===== config.mk =====
export PLATFORM = sky130hd
export DESIGN_NAME = key_value_list_tokenizer_unit
export DESIGN_NICKNAME = d
export VERILOG_FILES = /design/src/rtl/kvlt_pkg.sv /design/src/rtl/kvlt_scan.sv /design/src/rtl/key_value_list_tokenizer_unit.sv
export SDC_FILE = /design/constraint.sdc
export NUM_CORES = 1
export LEC_CHECK = 0
export ABC_AREA = 1
export BUFFER_PORTS_ARGS = -buffer_cell sky130_fd_sc_hd__buf_2
export CORE_MARGIN = 2
export CORE_UTILIZATION = 29
export CTS_BUF_LIST = sky130_fd_sc_hd__clkbuf_16
export CTS_CLUSTER_SIZE = 16
export DETAILED_ROUTE_END_ITERATION = 10
export MAX_ROUTING_LAYER = met4
export PLACE_DENSITY = 0.53
export SETUP_SLACK_MARGIN = 0.02
export SLEW_MARGIN = 5
export SYNTH_ARGS = -nofsm -noshare
export SYNTH_HDL_FRONTEND = slang
export SYNTH_HIERARCHICAL = 1
export SYNTH_SLANG_ARGS = --single-unit

===== constraint.sdc =====
create_clock -name clk_i -period 4.97 [get_ports clk_i]
set_input_delay 0.994 -clock clk_i [delete_from_list [all_inputs] [get_ports clk_i]]
set_output_delay 0.994 -clock clk_i [all_outputs]
set_load 0.1 [all_outputs]

===== src/rtl/kvlt_pkg.sv =====
// ----------------------------------------------------------------------------
// kvlt_pkg: shared types and constants of the key/value list tokenizer
// Character codes, position widths, scan phase and the scan result record.
// ----------------------------------------------------------------------------
package kvlt_pkg;

  // Longest string before offsets saturate
  localparam int unsigned MaxStringLen = 4096;
  // Positions run from 0 up to and including MaxStringLen
  localparam int unsigned PosW = $clog2(MaxStringLen + 1);
  // Width of the offset and length result fields
  localparam int unsigned FieldW = 13;

  localparam logic [7:0] ChEquals = 8'h3D;
  localparam logic [7:0] ChComma  = 8'h2C;
  localparam logic [7:0] ChSpace  = 8'h20;
  localparam logic [7:0] ChTab    = 8'h09;
  localparam logic [7:0] ChCr     = 8'h0D;
  localparam logic [7:0] ChNul    = 8'h00;

  typedef enum logic [1:0] {
    PH_PRE_KEY = 2'd0,
    PH_KEY     = 2'd1,
    PH_PRE_VAL = 2'd2,
    PH_VAL     = 2'd3
  } scan_phase_e;

  typedef struct packed {
    logic              emit;
    logic              pair_valid;
    logic [FieldW-1:0] key_offset;
    logic [FieldW-1:0] key_length;
    logic [FieldW-1:0] value_offset;
    logic [FieldW-1:0] value_length;
    logic              string_done;
    logic              length_overflow;
  } scan_result_t;

  function automatic logic is_blank(logic [7:0] c);
    return (c == ChSpace) || ((c >= ChTab) && (c <= ChCr));
  endfunction

  function automatic logic [PosW-1:0] next_pos(logic [PosW-1:0] p);
    return (p >= PosW'(MaxStringLen)) ? PosW'(MaxStringLen) : p + PosW'(1);
  endfunction

endpackage


===== src/rtl/kvlt_scan.sv =====
// ----------------------------------------------------------------------------
// kvlt_scan: per-byte scan state and pair detection
// Holds the parse state of the current string and works out, for one byte,
// the next state and the result (if any) that the byte causes.
// ----------------------------------------------------------------------------
module kvlt_scan (
  input  logic                  clk_i,
  input  logic                  rst_ni,
  input  logic                  step_i,
  input  logic [7:0]            text_byte_i,
  input  logic                  final_byte_i,
  output kvlt_pkg::scan_result_t result_o
);

  typedef struct packed {
    kvlt_pkg::scan_phase_e       phase;
    logic [kvlt_pkg::PosW-1:0]   byte_pos;
    logic [kvlt_pkg::PosW-1:0]   key_begin;
    logic [kvlt_pkg::PosW-1:0]   key_finish;
    logic [kvlt_pkg::PosW-1:0]   val_begin;
    logic [kvlt_pkg::PosW-1:0]   val_finish;
    logic                        overflow;
    logic                        term;
  } scan_state_t;

  localparam scan_state_t ClearState = '{
    phase:      kvlt_pkg::PH_PRE_KEY,
    byte_pos:   '0,
    key_begin:  '0,
    key_finish: '0,
    val_begin:  '0,
    val_finish: '0,
    overflow:   1'b0,
    term:       1'b0
  };

  scan_state_t state_q, state_d;
  scan_state_t scan_upd;
  logic        pair;
  logic        close;

  // Next state: advance the scan by one byte, clear it when the string closes
  always_comb begin
    logic [kvlt_pkg::PosW-1:0] pos;
    logic [kvlt_pkg::PosW-1:0] endpos;
    logic                      blank;
    logic [kvlt_pkg::PosW-1:0] pos_nxt;

    scan_upd = state_q;
    pos      = state_q.byte_pos;
    endpos   = pos;
    pair     = 1'b0;
    close    = 1'b0;
    blank    = kvlt_pkg::is_blank(text_byte_i);
    pos_nxt  = '0;

    if (state_q.term) begin
      // drop bytes after a zero byte; a final byte rearms
      if (final_byte_i) begin
        scan_upd = ClearState;
      end
    end else if (text_byte_i == kvlt_pkg::ChNul) begin
      close = 1'b1;
    end else begin
      if (pos >= kvlt_pkg::PosW'(kvlt_pkg::MaxStringLen)) begin
        scan_upd.overflow = 1'b1;
        pos = kvlt_pkg::PosW'(kvlt_pkg::MaxStringLen);
      end
      pos_nxt = kvlt_pkg::next_pos(pos);
      case (state_q.phase)
        kvlt_pkg::PH_PRE_KEY: begin
          if (text_byte_i == kvlt_pkg::ChComma || blank) begin
            scan_upd.phase = kvlt_pkg::PH_PRE_KEY;
          end else if (text_byte_i == kvlt_pkg::ChEquals) begin
            scan_upd.key_begin  = pos;
            scan_upd.key_finish = pos;
            scan_upd.phase      = kvlt_pkg::PH_PRE_VAL;
          end else begin
            scan_upd.key_begin  = pos;
            scan_upd.key_finish = pos_nxt;
            scan_upd.phase      = kvlt_pkg::PH_KEY;
          end
        end
        kvlt_pkg::PH_KEY: begin
          if (text_byte_i == kvlt_pkg::ChEquals) begin
            scan_upd.phase = kvlt_pkg::PH_PRE_VAL;
          end else if (text_byte_i == kvlt_pkg::ChComma) begin
            scan_upd.phase = kvlt_pkg::PH_PRE_KEY;
          end else if (!blank) begin
            scan_upd.key_finish = pos_nxt;
          end
        end
        kvlt_pkg::PH_PRE_VAL: begin
          if (text_byte_i == kvlt_pkg::ChComma) begin
            scan_upd.val_begin  = pos;
            scan_upd.val_finish = pos;
            scan_upd.phase      = kvlt_pkg::PH_PRE_KEY;
            pair                = 1'b1;
          end else if (!blank) begin
            scan_upd.val_begin  = pos;
            scan_upd.val_finish = pos_nxt;
            scan_upd.phase      = kvlt_pkg::PH_VAL;
          end
        end
        kvlt_pkg::PH_VAL: begin
          if (text_byte_i == kvlt_pkg::ChComma) begin
            scan_upd.phase = kvlt_pkg::PH_PRE_KEY;
            pair           = 1'b1;
          end else if (!blank) begin
            scan_upd.val_finish = pos_nxt;
          end
        end
        default: begin
          scan_upd.phase = kvlt_pkg::PH_PRE_KEY;
        end
      endcase
      scan_upd.byte_pos = pos_nxt;
      endpos            = pos_nxt;
      close             = final_byte_i;
    end

    // close out a pending pair when the string ends
    if (close && !pair) begin
      if (scan_upd.phase == kvlt_pkg::PH_PRE_VAL) begin
        scan_upd.val_begin  = endpos;
        scan_upd.val_finish = endpos;
        pair                = 1'b1;
      end else if (scan_upd.phase == kvlt_pkg::PH_VAL) begin
        pair = 1'b1;
      end
    end

    state_d = scan_upd;
    if (close) begin
      state_d      = ClearState;
      state_d.term = (text_byte_i == kvlt_pkg::ChNul) && !final_byte_i;
    end
  end

  // Outputs: the result that the byte causes
  always_comb begin
    result_o                 = '0;
    result_o.emit            = close || pair;
    result_o.pair_valid      = pair;
    result_o.string_done     = close;
    result_o.length_overflow = scan_upd.overflow;
    if (pair) begin
      result_o.key_offset   = kvlt_pkg::FieldW'(scan_upd.key_begin);
      result_o.key_length   = kvlt_pkg::FieldW'(scan_upd.key_finish - scan_upd.key_begin);
      result_o.value_offset = kvlt_pkg::FieldW'(scan_upd.val_begin);
      result_o.value_length = kvlt_pkg::FieldW'(scan_upd.val_finish - scan_upd.val_begin);
    end
  end

  always_ff @(posedge clk_i or negedge rst_ni) begin
    if (!rst_ni) begin
      state_q <= ClearState;
    end else if (step_i) begin
      state_q <= state_d;
    end
  end

endmodule


===== src/rtl/key_value_list_tokenizer_unit.sv =====
// ----------------------------------------------------------------------------
// key_value_list_tokenizer_unit: comma-separated key=value list tokenizer
// Splits a byte stream into key=value pairs and reports offsets and lengths.
// ----------------------------------------------------------------------------
// Usage:
//   Input channel (in_valid_i / in_ready_o) carries one text byte per item,
//   with final_byte_i marking the last byte of a string. A zero byte also
//   ends the string; bytes after it are dropped up to the next final byte.
//   Output channel (out_valid_o / out_ready_i) carries a result for each
//   completed pair and for each string end (string_done_o); a pair that
//   ends with the string shares that closing result. An accepted byte
//   passes the input register, then scan logic, then the result register.
//   Throughput: one byte per cycle while the receiver keeps up; the scan
//   state is updated at each step, so nothing limits the rate but the
//   output handshake.
//   Stall: the input register and the result register each hold one item,
//   so with the receiver stalled up to two items are held before in_ready_o
//   drops; the scan step only advances when the result register can take.
//   Reset: rst_ni clears the scan state to the start of a new string and
//   empties both registers; no clearing pass is needed.
// ----------------------------------------------------------------------------
module key_value_list_tokenizer_unit (
  input  logic                        clk_i,
  input  logic                        rst_ni,
  input  logic                        in_valid_i,
  output logic                        in_ready_o,
  input  logic [7:0]                  text_byte_i,
  input  logic                        final_byte_i,
  output logic                        out_valid_o,
  input  logic                        out_ready_i,
  output logic                        pair_valid_o,
  output logic [kvlt_pkg::FieldW-1:0] key_offset_o,
  output logic [kvlt_pkg::FieldW-1:0] key_length_o,
  output logic [kvlt_pkg::FieldW-1:0] value_offset_o,
  output logic [kvlt_pkg::FieldW-1:0] value_length_o,
  output logic                        string_done_o,
  output logic                        length_overflow_o
);

  // Input register
  logic       in_vld_q;
  logic [7:0] byte_q;
  logic       final_q;

  // Result register
  logic                   out_vld_q;
  kvlt_pkg::scan_result_t res_q;
  kvlt_pkg::scan_result_t scan_res;

  logic step;

  // Advance the scan when the result register is free or being emptied
  assign step       = in_vld_q && (!out_vld_q || out_ready_i);
  assign in_ready_o = !in_vld_q || step;

  always_ff @(posedge clk_i or negedge rst_ni) begin
    if (!rst_ni) begin
      in_vld_q <= 1'b0;
    end else if (in_ready_o) begin
      in_vld_q <= in_valid_i;
    end
  end

  always_ff @(posedge clk_i) begin
    if (in_ready_o && in_valid_i) begin
      byte_q  <= text_byte_i;
      final_q <= final_byte_i;
    end
  end

  kvlt_scan u_scan (
    .clk_i        (clk_i),
    .rst_ni       (rst_ni),
    .step_i       (step),
    .text_byte_i  (byte_q),
    .final_byte_i (final_q),
    .result_o     (scan_res)
  );

  // Load a new result, or drop the old one once taken
  always_ff @(posedge clk_i or negedge rst_ni) begin
    if (!rst_ni) begin
      out_vld_q <= 1'b0;
    end else if (step) begin
      out_vld_q <= scan_res.emit;
    end else if (out_ready_i) begin
      out_vld_q <= 1'b0;
    end
  end

  always_ff @(posedge clk_i) begin
    if (step && scan_res.emit) begin
      res_q <= scan_res;
    end
  end

  assign out_valid_o       = out_vld_q;
  assign pair_valid_o      = res_q.pair_valid;
  assign key_offset_o      = res_q.key_offset;
  assign key_length_o      = res_q.key_length;
  assign value_offset_o    = res_q.value_offset;
  assign value_length_o    = res_q.value_length;
  assign string_done_o     = res_q.string_done;
  assign length_overflow_o = res_q.length_overflow;

`ifndef NO_ASSERTIONS
  // A result without a pair carries zero offsets and lengths
  assert property (@(posedge clk_i) disable iff (!rst_ni)
    out_valid_o && !pair_valid_o |->
      key_offset_o == '0 && key_length_o == '0 &&
      value_offset_o == '0 && value_length_o == '0)
    else $error("kvlt: non-pair result with nonzero fields");

  // An empty input register always takes a new item
  assert property (@(posedge clk_i) disable iff (!rst_ni)
    !in_vld_q |-> in_ready_o)
    else $error("kvlt: input stalled while empty");

  // A held result is not overwritten while the receiver stalls
  assert property (@(posedge clk_i) disable iff (!rst_ni)
    out_vld_q && !out_ready_i |-> !step)
    else $error("kvlt: scan advanced over a stalled result");

  // Key extent never passes the saturation point
  assert property (@(posedge clk_i) disable iff (!rst_ni)
    out_valid_o && pair_valid_o |->
      ({1'b0, key_offset_o} + {1'b0, key_length_o}) <=
        (kvlt_pkg::FieldW + 1)'(kvlt_pkg::MaxStringLen))
    else $error("kvlt: key extent beyond maximum length");
`endif

endmodule

==> impl_metrics.json <==
{
  "drtIter0Drc": 805,
  "dp_hpwl_microns": 23000,
  "tightest_slew_ns": 1.00,
  "cts_root_buf": "clkbuf_16",
  "coreArea_sq_um": 30700,
  "worstRegToRegCells": 28,
  "required_ns": 5.14,
  "reg2reg_slack_ns": 0.80,
  "regArea_sq_um": 3700,
  "routed_via_density": 5.23,
  "numPortBuffers": 69,
  "grt.total_usage_pct": 20.3,
  "synth-edff-count": 64,
  "multiInputGateArea_sq_um": 4490,
  "status": "finished, final reports clean",
  "grt_pass1_wl_microns": 49700,
  "io-pin-count": 70,
  "dpl_cell_area_sq_um": 9900,
  "worstPathArrival_ns": 4.34,
  "clk_pin_slew_ns": 0.06,
  "grt_antenna_before_repair": 0,
  "yosysWarnings": 6,
  "htreeDepth": 4,
  "fin_area_sq_um": 10500,
  "synth.distinct_cells": 50,
  "synth_flop_cell": "dfrtp_1",
  "synth_most_common_cell": "nand2_1",
  "row_count": 64,
  "setup_tns_ns": 0,
  "gp_congestion": 0.988,
  "start_kind": "register",
  "async_flop_share_pct": 52.6,
  "rsz0062_at_grt": "no",
  "post_cts_buffers": 0,
  "ir_drop_mv": 0.181,
  "area_growth_pct": 15.5,
  "syn_area_per_cell_sq_um": 7.45,
  "crit_path_frequent_cell": "nand2_1",
  "wl_per_cell_microns": 18.8,
  "fillers": 3292,
  "finalHoldViolCount": 0,
  "min_from": "u_scan/state_q[1]$_DFFE_PN0P_",
  "fmaxAchievable_mhz": 240,
  "numCtsBuffers": 17,
  "drive_above_1_share_pct": 14.2,
  "drc": 0,
  "gr-total-overflow": 0,
  "syn-num-nets": 1260,
  "worst_r2r_endpoint": "key_length_o[10]$_DFFE_PP_",
  "antenna_cells": 0,
  "cts_tree": "yes",
  "cts_sinks": 135,
  "end_kind": "register",
  "hold_class": "register to register",
  "cp_max_fo": 24,
  "min_to": "u_scan/state_q[1]$_DFFE_PN0P_",
  "die_x_microns": 181,
  "drtAntennaViolNets": 0,
  "yosys_register_bits": 135,
  "start_util_pct": 29.6,
  "clk_path_buf_depth": 2,
  "grt_max_degree": 72,
  "ys_seq_area_share_pct": 40.7,
  "post-route-period-util_pct": 83.8,
  "fp.dieH_microns": 181,
  "instances_no_fill": 1696,
  "synth_area_leaders": "edfxtp_1 21%, dfrtp_1 20%, nand2_1 12%",
  "leakage_nw": 4.79,
  "cpPeakStageDelay_ns": 0.42,
  "hold_depth": 1,
  "via_count": 8877,
  "critical_path_class": "register to register",
  "clk_latency_ns": 0.44,
  "finalNetCount": 1327,
  "drt_first_pass_iters": 6,
  "holdBufCountCts": 0,
  "slew_headroom_pct": 33.2,
  "dp_cells": 1664,
  "crit_slowest_cell": "fa_1",
  "r2r_start": "byte_q[6]$_DFFE_PP_",
  "syn_area_sq_um": 9090,
  "fin_total_pwr_mw": 3.85,
  "max_cap_viol_count": 0,
  "fin_skew_ns": 0.0144,
  "period_needed_ns": 4.17,
  "syn_inst": 1220,
  "die-area_sq_um": 32800,
  "finalMaxSlewViolations": 0,
  "grt_pass1_vias": 8563,
  "synth_commonest_cells": "287 x nand2_1, 158 x inv_1, 119 x o21ai_0, 114 x nor2_1, 71 x dfrtp_1",
  "setup_viol": 0,
  "cts_resized": 0,
  "synth_top_area_share_pct": 21.1,
  "wl_microns": 31900,
  "powerDensity_nw_per_um2": 366,
  "yosys.area.top_type": "edfxtp_1"
}
[metal layers]
| layer | vias to the layer above | wire [microns] | global-route usage, % |
|---|---|---|---|
| li1 | 4242 | - | - |
| met1 | 4258 | 14500 | 26.8 |
| met2 | 334 | 14600 | 31.7 |
| met3 | 43 | 2040 | 3.39 |
| met4 | 0 | 722 | 6.63 |
| met5 | - | 0 | - |
[layout make-up]
| class | instances | share of cell area (%) |
|---|---|---|
| multi-input combinational | 864 | 42.8 |
| tap | 396 | 4.72 |
| clock inverter | 15 | 1.67 |
| sequential | 135 | 35.2 |
| inverter | 169 | 6.06 |
| clock buffer | 17 | 4.05 |
| timing repair buffer | 100 | 5.53 |
[critical path: cells and delay by family, from the launching register on]
kind            cells  cell delay, ns
compound gates      7            0.92
fa+ha+maj           2            0.62
buf+inv             6            0.61
simple gates       13            1.35
flops               1            0.40
[through the flow]
stage | worst slack, ns | utilization, % | hold slack (ns)
after global routing | 0.303 | 34.2 | 0.526
after global placement | 0.875 | 32.2 | 0.501
after CTS | 0.823 | 34.2 | 0.516
final | 0.803 | 34.2 | 0.511
after detailed placement | 0.890 | 32.2 | 0.499
after floorplan | 0.911 | - | 0.466
[power by group]
part           switching [mW]  leakage, nW  internal, mW
clock                   0.544        0.289         0.791
combinational           0.866         2.91         0.350
sequential             0.0440         1.59          1.25
[worst max path at each step]
stage / from / to / depth (start not counted)
6_report: byte_q[6]$_DFFE_PP_ / key_length_o[10]$_DFFE_PP_ / 28
5_1_grt: byte_q[5]$_DFFE_PP_ / key_length_o[10]$_DFFE_PP_ / 28
4_1_cts: byte_q[6]$_DFFE_PP_ / key_length_o[10]$_DFFE_PP_ / 28
3_5_place_dp: byte_q[6]$_DFFE_PP_ / key_length_o[10]$_DFFE_PP_ / 28
3_3_place_gp: byte_q[6]$_DFFE_PP_ / key_length_o[10]$_DFFE_PP_ / 28
2_1_floorplan: byte_q[1]$_DFFE_PP_ / key_length_o[0]$_DFFE_PP_ / 10
[registers in the layout, indices dropped and copies added (netlist names)]
signal	cells
u_scan/state_q	69
key_length_o	13
key_offset_o	13
value_length_o	13
value_offset_o	13
byte_q	8
final_q	1
in_vld_q	1
length_overflow_o	1
out_valid_o	1
pair_valid_o	1
string_done_o	1
[kinds of logic after synthesis]
family | count (synthesis) | synth area share (%)
fa+ha+maj | 27 | 3.88
xor+xnor | 2 | 0.193
simple gates | 503 | 23.6
flops | 135 | 40.7
compound gates | 332 | 21.7
buf+inv | 221 | 9.99
[cell usage in the layout (no fill, tap or decap), types with 4 or more instances in the layout]
master and n:
inv_2 9, clkbuf_16 17, ha_1 25, a22oi_1 7, o21ai_0 119, inv_1 158, nand4_1 9, and2_1 4
o22ai_1 53, buf_2 68, nand2_2 10, o21ai_1 23, buf_4 32, o22ai_2 7, o221ai_1 4, a21o_1 9
nand3_1 50, dfrtp_1 71, edfxtp_1 64, nor3_1 8, nor2_4 4, nor2_2 7, nand2_1 287, o21ai_2 9
nor2_1 113, a31oi_1 6, a21oi_1 66, o211ai_1 16
No activity file was read; power rests on OpenSTA's default activity.
